`src/rtl/rsd_pkg.sv`:
```
// Shared types for the radial stick deadzone pipeline.
`timescale 1ns / 1ps
package rsd_pkg;

	// per-stage control handed to each cell of the chains
	typedef struct packed {
		logic adv;   // pipeline moves this cycle
		logic vld;   // the cell's input holds a live request
	} cell_ctl_t;

endpackage

```
`src/rtl/rsd_sqrt_cell.sv`:
```
// One digit cell of the integer square root chain (two radicand bits per cell).
`timescale 1ns / 1ps
module rsd_sqrt_cell #(
	parameter int W = 16
) (
	input  logic                 clk,
	input  rsd_pkg::cell_ctl_t   ctl,
	input  logic [W:0]           rem_i,
	input  logic [W-1:0]         root_i,
	input  logic [2*W-1:0]       sq_i,
	output logic [W:0]           rem_q,
	output logic [W-1:0]         root_q,
	output logic [2*W-1:0]       sq_q
);
	logic [W+2:0] t;
	logic [W+2:0] trial;
	logic         ge;

	always_comb begin
		t     = {rem_i, sq_i[2*W-1:2*W-2]};
		trial = {1'b0, root_i, 2'b01};
		ge    = (t >= trial);
	end

	always_ff @(posedge clk) begin
		if (ctl.adv && ctl.vld) begin
			rem_q  <= ge ? (W+1)'(t - trial) : t[W:0];
			root_q <= {root_i[W-2:0], ge};
			sq_q   <= {sq_i[2*W-3:0], 2'b00};
		end
	end
endmodule

```
`config.mk`:
```
export PLATFORM = sky130hd
export DESIGN_NAME = rsd_sqrt_cell
export DESIGN_NICKNAME = d
export VERILOG_FILES = /design/src/rtl/rsd_pkg.sv /design/src/rtl/rsd_sqrt_cell.sv
export SDC_FILE = /design/constraint.sdc
export NUM_CORES = 1
export LEC_CHECK = 0
export BUFFER_PORTS_ARGS = -buffer_cell sky130_fd_sc_hd__buf_2
export CORE_ASPECT_RATIO = 0.6
export CORE_UTILIZATION = 43
export CTS_CLUSTER_DIAMETER = 120
export CTS_CLUSTER_SIZE = 10
export DETAILED_ROUTE_END_ITERATION = 8
export PLACE_DENSITY = 0.86
export SYNTH_ARGS = -nofsm -noshare
export SYNTH_HDL_FRONTEND = slang
export SYNTH_SLANG_ARGS = --single-unit
```
`constraint.sdc`:
```
create_clock -name clk -period 3.6 [get_ports clk]
set_clock_uncertainty 0.2 [all_clocks]
set_input_delay 0.72 -clock clk [delete_from_list [all_inputs] [get_ports clk]]
set_output_delay 0.72 -clock clk [all_outputs]
set_load 0.01 [all_outputs]
```
==> run_summary.xml <==
<?xml version="1.0" encoding="UTF-8"?>
<metrics>
  <group name="run_status">
    <metric name="run_status" unit="">finished, final reports clean</metric>
  </group>
  <group name="sta">
    <metric name="maxClockFrequency" unit="MHz">337</metric>
    <metric name="rsz0062_at_grt" unit="">false</metric>
    <metric name="fin_tns_setup" unit="ps">0</metric>
    <metric name="timing_worst_slew_pin_value" unit="ps">794</metric>
    <metric name="worst_hold_slack" unit="ps">374</metric>
    <metric name="final_hold_viol_count" unit="">0</metric>
    <metric name="period_needed" unit="ps">2970</metric>
    <metric name="slew_viol_final" unit="">0</metric>
    <metric name="finalSetupViolations" unit="">0</metric>
    <metric name="final_worst_path_period_share" unit="%">82.5</metric>
    <metric name="worst_relative_slew_slack" unit="%">47.0</metric>
  </group>
  <group name="synth">
    <metric name="synth-edff-count" unit="">63</metric>
    <metric name="synth.avg_cell_area" unit="sq um">14.2</metric>
    <metric name="synth.largest_area_cell" unit="">sky130_fd_sc_hd__edfxtp_1</metric>
    <metric name="synth_compound_gate_area_share" unit="%">10.4</metric>
    <metric name="main_combinational_cell_family_by_area_after_synthesis" unit="">compound AO/OA/AOI/OAI gates</metric>
    <metric name="yosysUniqueCellTypes" unit="">41</metric>
    <metric name="post_synth_instance_area" unit="sq mm">0.00305</metric>
    <metric name="synth-seq-cells" unit="">63</metric>
    <metric name="post_synth_fa_ha_maj_area_fraction" unit="%">7.39</metric>
    <metric name="postSynth.topFlopCell" unit="">sky130_fd_sc_hd__edfxtp_1</metric>
    <metric name="post_synth_mux_area_share" unit="%">6.94</metric>
    <metric name="synthesis.instances" unit="">215</metric>
    <metric name="synth_simple_gate_area_share" unit="%">5.30</metric>
    <metric name="synth_largest_type_area_fraction" unit="%">62.1</metric>
    <metric name="synth.yosys.warnings" unit="">0</metric>
    <metric name="synthXorXnorAreaFrac" unit="%">4.02</metric>
    <metric name="synth_top_cells_by_area" unit="">sky130_fd_sc_hd__edfxtp_1, sky130_fd_sc_hd__ha_1, sky130_fd_sc_hd__mux2_2</metric>
    <metric name="ys_seq_area_share" unit="%">62.1</metric>
    <metric name="postSynth.asyncResetShare" unit="%">0</metric>
  </group>
  <group name="setup_path">
    <metric name="critical_path_buf_inv_count" unit="">2</metric>
    <metric name="path_class" unit="">input port to flip-flop</metric>
    <metric name="critical_path_depth" unit="">9</metric>
    <metric name="crit_path_cell_trace" unit="">buf_2 -&gt; ha_1 -&gt; a21oi_2 -&gt; o21ai_1 -&gt; a311o_1 -&gt; a21o_1 -&gt; a21boi_4 -&gt; buf_4 -&gt; mux2_4</metric>
    <metric name="biggest_fanout_along_the_worst_timing_path" unit="">9</metric>
    <metric name="crit_family" unit="">compound AO/OA/AOI/OAI gates</metric>
    <metric name="critical_path.endpoint" unit="">rem_q[10]$_DFFE_PP_</metric>
    <metric name="critPathLaunch" unit="">rem_i[8]</metric>
    <metric name="cp_data_arrival_time" unit="ps">2840</metric>
    <metric name="critical-path-max-stage-delay" unit="ps">390</metric>
    <metric name="critical_path_required" unit="ps">3470</metric>
    <metric name="timing.critical_path.to_type" unit="">flip-flop</metric>
    <metric name="critPathLaunchType" unit="">input port</metric>
    <metric name="cpMaxStageDelayCell" unit="">sky130_fd_sc_hd__ha_1</metric>
  </group>
  <group name="min_path">
    <metric name="worstHoldStart" unit="">sq_i[9]</metric>
    <metric name="hold-path-cell-count" unit="">1</metric>
    <metric name="hold_class" unit="">input port to flip-flop</metric>
  </group>
  <group name="pwr">
    <metric name="cell_internal_pwr" unit="uW">1590</metric>
    <metric name="powerDensity" unit="mW/mm^2">515</metric>
    <metric name="p_comb_share" unit="%">17.1</metric>
    <metric name="clock_power_share" unit="%">40.7</metric>
    <metric name="net-switching-power" unit="uW">527</metric>
    <metric name="power_switching_share" unit="%">24.9</metric>
    <metric name="peakVddDrop" unit="mV">0.375</metric>
    <metric name="p_leak" unit="uW">0.00184</metric>
    <metric name="p_seq_share" unit="%">42.2</metric>
  </group>
  <group name="drt">
    <metric name="route.final.wire_length" unit="mm">7.08</metric>
    <metric name="drt-initial-drc-count" unit="">149</metric>
    <metric name="drcViolationCount" unit="">0</metric>
    <metric name="final_antenna_net_count" unit="">0</metric>
    <metric name="route.detailed.vias_per_inst" unit="">4.96</metric>
    <metric name="detailedRoute.firstPassIterationCount" unit="">4</metric>
    <metric name="post_detailed_route_wirelength_per_cell" unit="um">15.8</metric>
    <metric name="vias" unit="">2229</metric>
  </group>
  <group name="die">
    <metric name="initial_utilization" unit="%">45.1</metric>
    <metric name="placeableCoreArea" unit="sq mm">0.00676</metric>
    <metric name="ios" unit="">133</metric>
    <metric name="dieArea" unit="sq mm">0.00744</metric>
    <metric name="rows" unit="">23</metric>
    <metric name="chipHeight" unit="um">67.2</metric>
    <metric name="floorplan.die.width" unit="um">111</metric>
  </group>
  <group name="clocking">
    <metric name="ctsRootBufferMaster" unit="">sky130_fd_sc_hd__clkbuf_16</metric>
    <metric name="clock_edge_transition_at_the_registers_on_the_reported_setup_and_hold_paths" unit="ps">60</metric>
    <metric name="post_cts_resize_count" unit="">0</metric>
    <metric name="post_cts_buffers" unit="">0</metric>
    <metric name="numCtsBuffers" unit="">9</metric>
    <metric name="cts.htree.levels" unit="">3</metric>
    <metric name="clkSinkCount" unit="">63</metric>
    <metric name="tritoncts" unit="">yes</metric>
    <metric name="cts_hold_buf" unit="">0</metric>
    <metric name="clk_path_buf_depth" unit="">2</metric>
  </group>
  <group name="cells_and_area">
    <metric name="final_layout_size_suffix_gt1_share" unit="%">46.4</metric>
    <metric name="area.growth.synth_to_final" unit="%">34.9</metric>
    <metric name="final_net_count" unit="">443</metric>
    <metric name="antenna_cells" unit="">0</metric>
    <metric name="num-fill-cells" unit="">533</metric>
  </group>
  <group name="grt">
    <metric name="wire_length_of_the_first_global_routing_pass" unit="mm">10.9</metric>
    <metric name="global_route.overflow_total" unit="">0</metric>
    <metric name="number_of_antenna_violations_at_the_first_check_in_global_routing" unit="">0</metric>
    <metric name="grt_max_degree" unit="">34</metric>
    <metric name="vias_in_the_first_global_route" unit="">2185</metric>
    <metric name="gr-usage-all-layers" unit="%">19.3</metric>
  </group>
  <group name="place">
    <metric name="port_buffers" unit="">130</metric>
    <metric name="finalWeightedCongestion" unit="">0.842</metric>
    <metric name="dp.final_hpwl" unit="mm">5.33</metric>
  </group>
  <group name="run">
    <metric name="drv.max_cap_violation_count" unit="">0</metric>
  </group>
</metrics>
how the worst min path moves through the flow:
stage	end	slack, ps
3_5_place_dp	sq_q[26]$_DFFE_PP_	700
5_1_grt	sq_q[22]$_DFFE_PP_	360
4_1_cts	sq_q[8]$_DFFE_PP_	370
3_3_place_gp	sq_q[6]$_DFFE_PP_	700
2_1_floorplan	root_q[10]$_DFFE_PP_	620
6_report	sq_q[11]$_DFFE_PP_	370
power by group through the flow:
| stage | clock network [uW] | logic, uW | registers (uW) |
|---|---|---|---|
| final | 862 | 362 | 893 |
| after global routing | 911 | 396 | 899 |
| after CTS | 874 | 365 | 894 |
| after detailed placement | 0 | 360 | 909 |
| after global placement | 0 | 352 | 908 |
| after floorplan | 0 | 195 | 942 |
placed cells by master, fill, tap and decap left out, types with 7 or more instances in the layout:
master,n
sky130_fd_sc_hd__buf_2,130
sky130_fd_sc_hd__edfxtp_1,63
sky130_fd_sc_hd__inv_1,21
sky130_fd_sc_hd__ha_1,18
sky130_fd_sc_hd__a21oi_1,14
sky130_fd_sc_hd__nor2_1,10
sky130_fd_sc_hd__mux2_2,9
sky130_fd_sc_hd__clkbuf_16,9
sky130_fd_sc_hd__xnor2_1,8
sky130_fd_sc_hd__o21ai_0,7
area by class of cell:
cell class                      instances  area [sq um]  area share [%]
Clock inverter                          7          72.6            1.77
Timing Repair Buffer                  133           686            16.7
Sequential cell                        63          1890            46.0
Tap cell                               87           109            2.65
Multi-Input combinational cell        129          1050            25.5
Clock buffer                            9           225            5.48
Inverter                               21          78.8            1.92
synth_stat cells (2+ instances only):
| cell | count |
|---|---|
| sky130_fd_sc_hd__o21bai_1 | 2 |
| sky130_fd_sc_hd__a21oi_1 | 14 |
| sky130_fd_sc_hd__nor2_1 | 10 |
| sky130_fd_sc_hd__o211ai_1 | 2 |
| sky130_fd_sc_hd__buf_4 | 2 |
| sky130_fd_sc_hd__xnor2_1 | 8 |
| sky130_fd_sc_hd__a21o_1 | 4 |
| sky130_fd_sc_hd__ha_1 | 18 |
| sky130_fd_sc_hd__or3_1 | 3 |
| sky130_fd_sc_hd__mux2_2 | 9 |
| sky130_fd_sc_hd__inv_1 | 21 |
| sky130_fd_sc_hd__mux2i_1 | 2 |
| sky130_fd_sc_hd__a311o_1 | 2 |
| sky130_fd_sc_hd__o21a_1 | 2 |
| sky130_fd_sc_hd__xor2_1 | 6 |
| sky130_fd_sc_hd__o21ai_0 | 7 |
| sky130_fd_sc_hd__edfxtp_1 | 63 |
| sky130_fd_sc_hd__a211oi_1 | 3 |
| sky130_fd_sc_hd__nand4_1 | 2 |
| sky130_fd_sc_hd__and3_1 | 2 |
| sky130_fd_sc_hd__nand2_1 | 6 |
| sky130_fd_sc_hd__and2_1 | 3 |
| sky130_fd_sc_hd__mux2_4 | 6 |
per-stage QoR:
stage	cell area, sq um	std cells	utilization [%]	worst slack [ps]	power (uW)
floorplan	3050	216	-	534	1140
global placement	3810	433	56.4	371	1260
detailed placement	3810	433	56.4	335	1270
CTS	4110	449	60.8	630	2130
global route	4110	449	60.8	553	2210
finish	4110	449	60.8	629	2120
kinds of logic (layout without fill, tap and decap cells):
logic type	Yosys count	count (layout)
AO/OA/AOI/OAI	46	46
XOR/XNOR	14	14
adder cells (fa/ha/maj)	18	18
buffers and inverters	24	170
flip-flops	63	63
multiplexers	17	17
other	1	2
AND/OR/NAND/NOR	32	32
layer usage:
metal | part of all wire, % | global-route usage, % | wire (um)
met1 | 46 | 25.0 | 3240
met2 | 46 | 31.8 | 3280
met3 | 7.5 | 6.46 | 529
met4 | 0.48 | 4.67 | 34
met5 | 0 | 0 | 0
sequential cells by signal, summed over array words and instances (netlist names):
signal / flops
rem_q: 17
root_q: 16
sq_q: 30
Power figures use the tool's default switching activity.
