File: src/rtl/rsd_pkg.sv
// Shared types for the radial stick deadzone pipeline.
`timescale 1ns / 1ps
package rsd_pkg;

	// per-stage control handed to each cell of the chains
	typedef struct packed {
		logic adv;   // pipeline moves this cycle
		logic vld;   // the cell's input holds a live request
	} cell_ctl_t;

endpackage

File: src/rtl/rsd_div_cell.sv
// One quotient bit of a restoring divider chain.
`timescale 1ns / 1ps
module rsd_div_cell #(
	parameter int DW = 16,
	parameter int QW = 16,
	parameter int NW = 16
) (
	input  logic                 clk,
	input  rsd_pkg::cell_ctl_t   ctl,
	input  logic [DW-1:0]        rem_i,
	input  logic [DW-1:0]        d_i,
	input  logic [QW-1:0]        q_i,
	input  logic [NW-1:0]        n_i,
	output logic [DW-1:0]        rem_q,
	output logic [DW-1:0]        d_q,
	output logic [QW-1:0]        q_q,
	output logic [NW-1:0]        n_q
);
	logic [DW:0] t;
	logic        ge;

	always_comb begin
		t  = {rem_i, n_i[NW-1]};
		ge = (t >= {1'b0, d_i});
	end

	always_ff @(posedge clk) begin
		if (ctl.adv && ctl.vld) begin
			rem_q <= ge ? DW'(t - {1'b0, d_i}) : t[DW-1:0];
			d_q   <= d_i;
			q_q   <= {q_i[QW-2:0], ge};
			n_q   <= n_i << 1;
		end
	end
endmodule

File: config.mk
export PLATFORM = sky130hd
export DESIGN_NAME = rsd_div_cell
export DESIGN_NICKNAME = d
export VERILOG_FILES = /design/src/rtl/rsd_pkg.sv /design/src/rtl/rsd_div_cell.sv
export SDC_FILE = /design/constraint.sdc
export NUM_CORES = 1
export LEC_CHECK = 0
export BUFFER_PORTS_ARGS = -buffer_cell sky130_fd_sc_hd__buf_4
export CAP_MARGIN = 30
export CORE_ASPECT_RATIO = 0.5
export CORE_UTILIZATION = 48
export DETAILED_ROUTE_END_ITERATION = 7
export PLACE_DENSITY = 0.77
export SLEW_MARGIN = 20
export SYNTH_ARGS = -nofsm -noshare
export SYNTH_HDL_FRONTEND = slang
export SYNTH_SLANG_ARGS = --single-unit
File: constraint.sdc
create_clock -name clk -period 3.6 [get_ports clk]
set_clock_uncertainty 0.2 [all_clocks]
set_input_delay 0 -clock clk [delete_from_list [all_inputs] [get_ports clk]]
set_output_delay 0 -clock clk [all_outputs]
set_load 0.005 [all_outputs]
==> results.md, run 1 <==
* Setup WS pre-CTS at ~0.63 ns
* CP required at about 3.5 ns
* Synth unique cells at 47
* Status: finished, final reports clean
* Vias in the first global route at about 2.8k
* Ys Warns at 0
* Initial DRC count at about 270
* Power Internal at between 0.0015 and 0.002 W
* First-pass GRT wire length at between 10 and 15 mm
* CORE AREA at 6130 um2
* Syn Nets at 302
* Synth Cell Area at 3090 um2
* Startpoint types: input port
* Seq/Total Area, Yosys at between 60% and 70%
* Chip height at around 59 um
* Fin Hold WS at ~0.085 ns
* Yosys reg bits at 63
* CP Data Arrival Time at between 3 and 4 ns
* Fin crit share at a little over nine tenths
* Clock transition at path regs at roughly 0.050 ns
* Critical Path Max Stage Delay at 0.56 ns
* Max Root-Sink Buffers at 2
* Power Dens Cells at between 400 and 500 nW/um2
* Simple-gate portion of the synthesized area at about 6.9%
* Final hold violations at 0
* CP Class: in2reg
* IO buf count at approximately 130
* CTS tree: yes
* Crit end category: flip-flop
* Total GRT Usage at between 20 and 30%
* Fraction of layout cells with a size suffix above 1 at between 30% and 40%
* Postcts setup bufs at 0
* Worst-Margin Slew at approximately 0.56 ns
* Fmax at around 290 MHz
* Sw frac at 23.5%
* Clk sinks at between 60 and 70
* EDFF count, synth at 63
* Vias/cell at 5.37
* Clock group share of total power at a little over two fifths
* Final setup margin at 0.170 ns
* Setup TNS at 0 ns
* Compound-Gate Fraction of Synth Area at between 10% and 20%
* Hold crit path type: in2reg
* CTS buffer count at 9
* N_diodes at 0
* Area growth, synth to finish at 65.1%
* Post-Route Utilization at 83.1%
* Synthesized netlist cell count at 218
* Main flop type after synthesis: edfxtp_1
* Leak Pwr at about 2.3 nW
* Die area at roughly 6800 um2
* Combinational Power Share at 19.2%
* Final HPWL DP at 4.86 mm
* RSZ-0062 raised after global routing: false
* Boundary pin count at about 130
* Global route overflow at 0
* Worst Hold Depth at 5
* Peak supply drop at 0.000284 V
* Post-Synth Adder-Cell Area at ~7.1%
* Vias post-DR at 2733
* Hold Startpoint: rem_i[15]
* DRT Wirelength at 9.98 mm
* Avg Cell Area, Syn at between 10 and 15 um2
* DR pass1 iterations at 4
* Net switching power at 0.000557 W
* Worst-path cell chain: dlygate4sd3_1, buf_4, ha_1, a21oi_1, o21ai_2, a221o_1, a221oi_4, and2_1, inv_4, mux2_4
* Register share of total power at between 30% and 40%
* Antenna-violating nets left at 0
* Slew margin rel. at a little over three fifths
* Clock period minus worst slack at about 3.4 ns
* # DRC at 0
* Worst path bufs/invs at 3
* Slowest-stage cell, CP: dlygate4sd3_1
* Placer Congestion at 0.854
* Wire per inst at 19.6 um
* Initial core utilization at 50.3%
* Clk root buf: clkbuf_16
* Slew Limit Fails at 0
* Row count at 20
* FFs w/ async S/R, synth at 0%
* Setup violators final at 0
* Initial antenna violation count at 0
* WHS Endpoint: rem_q[13]$_DFFE_PP_
* Largest family of logic cells by synthesized area: compound AO/OA/AOI/OAI gates
* Worst Path Max Fanout at 11
* H-tree Lvls at 3
* Mux contribution to synthesized area at 4.58%
* XOR/XNOR Fraction of Synth Area at ~2.6%
* Crit-path leading delay family: compound AO/OA/AOI/OAI gates
* Die X at ~120 um
* Largest net degree at the start of global routing at 43
* Nets@finish at 500
* Max_cap viols at 0
layout make-up:
| cell class | count | area (um2) |
|---|---|---|
| flip-flops and latches | 63 | 1890 |
| repair buffers | 193 | 1620 |
| multi-input cells | 128 | 1050 |
| fillers | 310 | 1040 |
| clock buffers | 9 | 225 |
| clock inverters | 7 | 120 |
| well taps | 88 | 110 |
| inverters | 21 | 81.3 |
how the worst max path moves through the flow:
| stage | from | to | slack (ns) | cells after the start |
|---|---|---|---|---|
| floorplan | d_i[12] | rem_q[10]$_DFFE_PP_ | 1.00 | 12 |
| global placement | rem_i[7] | rem_q[2]$_DFFE_PP_ | 0.68 | 9 |
| detailed placement | rem_i[7] | rem_q[8]$_DFFE_PP_ | 0.63 | 9 |
| CTS | rem_i[9] | rem_q[8]$_DFFE_PP_ | 0.38 | 10 |
| global route | rem_i[9] | rem_q[6]$_DFFE_PP_ | 0.02 | 10 |
| finish | rem_i[9] | rem_q[12]$_DFFE_PP_ | 0.17 | 10 |
repair_timing:
item / 4_1_cts / 5_1_grt
hold buffers: 62 / 0
hold endpoints to repair: 62 / 0
gates resized for setup: 0 / 0
setup endpoints to repair: 0 / 0
layout by cell type, fill, tap and decap left out, types with 2 or more instances in the layout:
cell type      Yosys  routed
nor3_1             2       2
and3b_1            2       2
clkbuf_16          0       9
o211a_1            2       2
bufinv_16          0       3
o21a_1             6       6
a211oi_1           3       3
nand2_1            4       4
dlygate4sd3_1      0      62
nand2b_1           2       2
a21o_1             5       5
o211ai_1           2       2
buf_4              1     130
o21ai_0            9       9
a21oi_1            3       3
inv_1             20      20
a21boi_0           3       3
xor2_1             4       4
o31ai_1            5       5
nand4_1            2       2
and3_1             3       3
and2_1             4       3
xnor2_1            5       5
a211o_1            3       3
edfxtp_1          63      63
nand3_1            7       7
ha_1              16      16
mux2_4             8       8
nor2_1            11      11
state kept, by name (all words and copies together), names as in the netlist:
register / flops
rem_q: 16
q_q: 16
n_q: 15
d_q: 16
synthesized netlist by cell type, types with 5 or more instances:
cell type	count	share of area (%)
a21o_1	5	1.2
nor2_1	11	1.3
xnor2_1	5	1.4
o21ai_0	9	1.5
nand3_1	7	1.1
edfxtp_1	63	61
o21a_1	6	1.5
mux2_4	8	3.9
ha_1	16	6.5
inv_1	20	2.4
o31ai_1	5	1.2
through the flow:
step	cells	total power (W)	instance area [um2]
3_3_place_gp	430	0.00127	4110
6_report	509	0.00237	5090
5_1_grt	509	0.00244	5090
4_1_cts	508	0.00233	5070
3_5_place_dp	430	0.00128	4110
2_1_floorplan	218	0.00111	3090
power by group through the flow:
stage | clock network [W] | logic (W) | registers (W)
final | 0.00101 | 0.000454 | 0.000900
after global routing | 0.00105 | 0.000483 | 0.000904
after CTS | 0.00101 | 0.000425 | 0.000895
after detailed placement | 0 | 0.000367 | 0.000909
after global placement | 0 | 0.000360 | 0.000907
after floorplan | 0 | 0.000194 | 0.000917
cell families (layout without fill, tap and decap cells):
logic type | after synthesis | count (layout)
other | 1 | 1
multiplexers | 10 | 10
adder cells (fa/ha/maj) | 17 | 17
AO/OA/AOI/OAI | 51 | 51
buffers and inverters | 27 | 230
flip-flops | 63 | 63
AND/OR/NAND/NOR | 40 | 40
XOR/XNOR | 9 | 9
metal layers:
metal	wire (um)	track usage [%]	vias to the layer above	part of all wire, %
met1	3890	33.8	1315	39
met2	5060	52.8	168	51
met4	254	11.9	0	2.5
met3	768	7.52	26	7.7
li1	-	-	1224	-
met5	0	0	-	0
Power figures use the tool's default switching activity.
==> run 2, diff against run 1 <==
- CAP_MARGIN: 30 -> 20
- CORE_UTILIZATION: 48 -> 51
- PLACE_DENSITY: 0.77 -> 0.82
- clock period: 3.6 -> 3.95 ns (I/O delays scaled with it)
==> run 2 against run 1 <==
The flow now finishes with violations (DRC). Count of clock-buffer cells in the layout did not move. Power fell by 13%. Combinational power fell by 5.9%. Global-route usage rose by 6.9 points. Flip-flop and latch count did not move. Routed wire length rose by 12%. Critical endpoint is now rem_q[8]$_DFFE_PP_. Via count rose by 5.1%. Sequential share of layout area rose by 0.64 points.
==> results.md, run 2 (same netlist as run 1, synthesis figures left out) <==
* Clk root buf: clkbuf_16
* Power Dens Cells at between 400 and 500 nW/um2
* Global route overflow at 0
* Clock period minus worst slack at 3.46 ns
* Fill cell count at between 200 and 250
* Critical Path Max Stage Delay at about 0.56 ns
* Worst Path Max Fanout at 11
* Postcts setup bufs at 0
* Placer Congestion at ~0.81
* # DRC at 8
* CTS tree: yes
* Hold Startpoint: rem_i[15]
* Worst-Margin Slew at roughly 1 ns
* Antenna-violating nets left at 0
* Initial core utilization at roughly 55%
* RSZ-0062 raised after global routing: false
* CP required at about 3.8 ns
* Setup TNS at 0 ns
* IO buf count at between 100 and 150
* Worst Hold Depth at 5
* N_diodes at 0
* Post-cts resize count at 0
* Vias post-DR at ~2.9k
* Largest net degree at the start of global routing at 43
* Die X at 112 um
* Max Root-Sink Buffers at 2
* CP Class: in2reg
* Slew margin rel. at between 30% and 40%
* Leak Pwr at about 2.2 nW
* Initial antenna violation count at 0
* Chip height at about 57 um
* Peak supply drop at roughly 0.00023 V
* CTS buffer count at 9
* Area growth, synth to finish at 62.3%
* DR pass1 iterations at 8
* Row count at 19
* Hold crit path type: in2reg
* Clock transition at path regs at 0.06 ns
* Vias in the first global route at between 2k and 3k
* Setup violators final at 0
* WHS Endpoint: rem_q[1]$_DFFE_PP_
* Status: complete, but fails checks
* H-tree Lvls at 3
* Failing checks: DRC
* Largest registers: d_q (16), q_q (16), rem_q (16)
* CORE AREA at about 5700 um2
* Fin crit share at just under 90%
* Vias/cell at 5.83
* Final hold violations at 0
* Wire per inst at approximately 23 um
* Die area at between 6000 and 7000 um2
* Final HPWL DP at a little over 5 mm
* Hold Buf Count CTS at 62
* Fmax at ~290 MHz
* Crit end category: flip-flop
* Initial DRC count at 474
* Total GRT Usage at 36.1%
* First-pass GRT wire length at 16.6 mm
* Post-Layout Cell Count at about 490
* Slowest-stage cell, CP: dlygate4sd3_1
* DRT Wirelength at between 10 and 15 mm
* Startpoint types: input port
* Max_cap viols at 0
* Nets@finish at approximately 500
* Fraction of layout cells with a size suffix above 1 at about two fifths
* Slew Limit Fails at 0
* Most frequent cells in the layout: buf_4 (130), edfxtp_1 (63), dlygate4sd3_1 (62)
* Boundary pin count at 131
* Worst-path cell chain: dlygate4sd3_1, buf_4, ha_1, a21oi_2, o21ai_2, a221o_1, a221oi_4, and2_1, inv_4, mux2_4
* Placed Cells at just over 400
* Commonest non-fill, non-tap cell in the layout: buf_4
* CP Data Arrival Time at 3.34 ns
* Crit path launch: rem_i[7]
* Clk sinks at 63
==> run 2: cell types whose count changed in the layout (fill, tap and decap cells not counted) <==
cell and change:
bufinv_16 -2, buf_12 -1, clkinv_1 +1, clkinv_4 +1
==> run 2: cell type report <==
| class | instances | area [um2] | area share [%] |
|---|---|---|---|
| flip-flops and latches | 63 | 1890 | 37.8 |
| clock buffers | 9 | 225 | 4.50 |
| repair buffers | 192 | 1600 | 31.9 |
| clock inverters | 7 | 72.6 | 1.45 |
| multi-input cells | 128 | 1050 | 20.9 |
| inverters | 21 | 81.3 | 1.62 |
| well taps | 73 | 91.3 | 1.82 |
==> run 2: critical path, delay by kind of cell <==
kind | cells | cell delay (ns)
adders and majority gates | 1 | 0.40
and+or+nand+nor | 1 | 0.41
muxes | 1 | 0.34
AOI/OAI and AO/OA | 4 | 1.30
buffers and inverters | 3 | 0.89
==> run 2: how the worst max path moves through the flow <==
stage	to	depth (start not counted)	slack, ns
2_1_floorplan	rem_q[10]$_DFFE_PP_	12	1.35
3_3_place_gp	rem_q[2]$_DFFE_PP_	9	1.02
3_5_place_dp	rem_q[2]$_DFFE_PP_	9	0.97
4_1_cts	rem_q[8]$_DFFE_PP_	10	0.74
5_1_grt	rem_q[8]$_DFFE_PP_	10	0.48
6_report	rem_q[8]$_DFFE_PP_	10	0.49
==> run 2: where the power goes <==
group / internal [W] / switching [W] / total, W
Combinational: 0.000230 / 0.000197 / 0.000427
Sequential: 0.000802 / 0.0000204 / 0.000822
Clock: 0.000490 / 0.000328 / 0.000818
Total: 0.00152 / 0.000545 / 0.00207
==> run 2: routing by layer <==
| metal | up-vias | share of wire, % | wire [um] | GRT usage, % |
|---|---|---|---|---|
| li1 | 1223 | - | - | - |
| met1 | 1344 | 36 | 3960 | 40.5 |
| met2 | 246 | 50 | 5590 | 65.0 |
| met3 | 60 | 9.7 | 1080 | 9.99 |
| met4 | 0 | 4.6 | 508 | 18.5 |
| met5 | - | 0 | 0 | 0 |
==> run 2: metrics by stage <==
step	setup WS [ns]	hold WS [ns]	area [um2]	power, W	utilization [%]
floorplan	1.35	-0.101	3090	0.00101	-
global placement	1.02	-0.0211	4090	0.00115	72.3
detailed placement	0.974	-0.0208	4090	0.00117	72.3
CTS	0.740	0.0667	5010	0.00199	88.5
global route	0.483	0.114	5010	0.00211	88.5
finish	0.493	0.0678	5010	0.00207	88.5
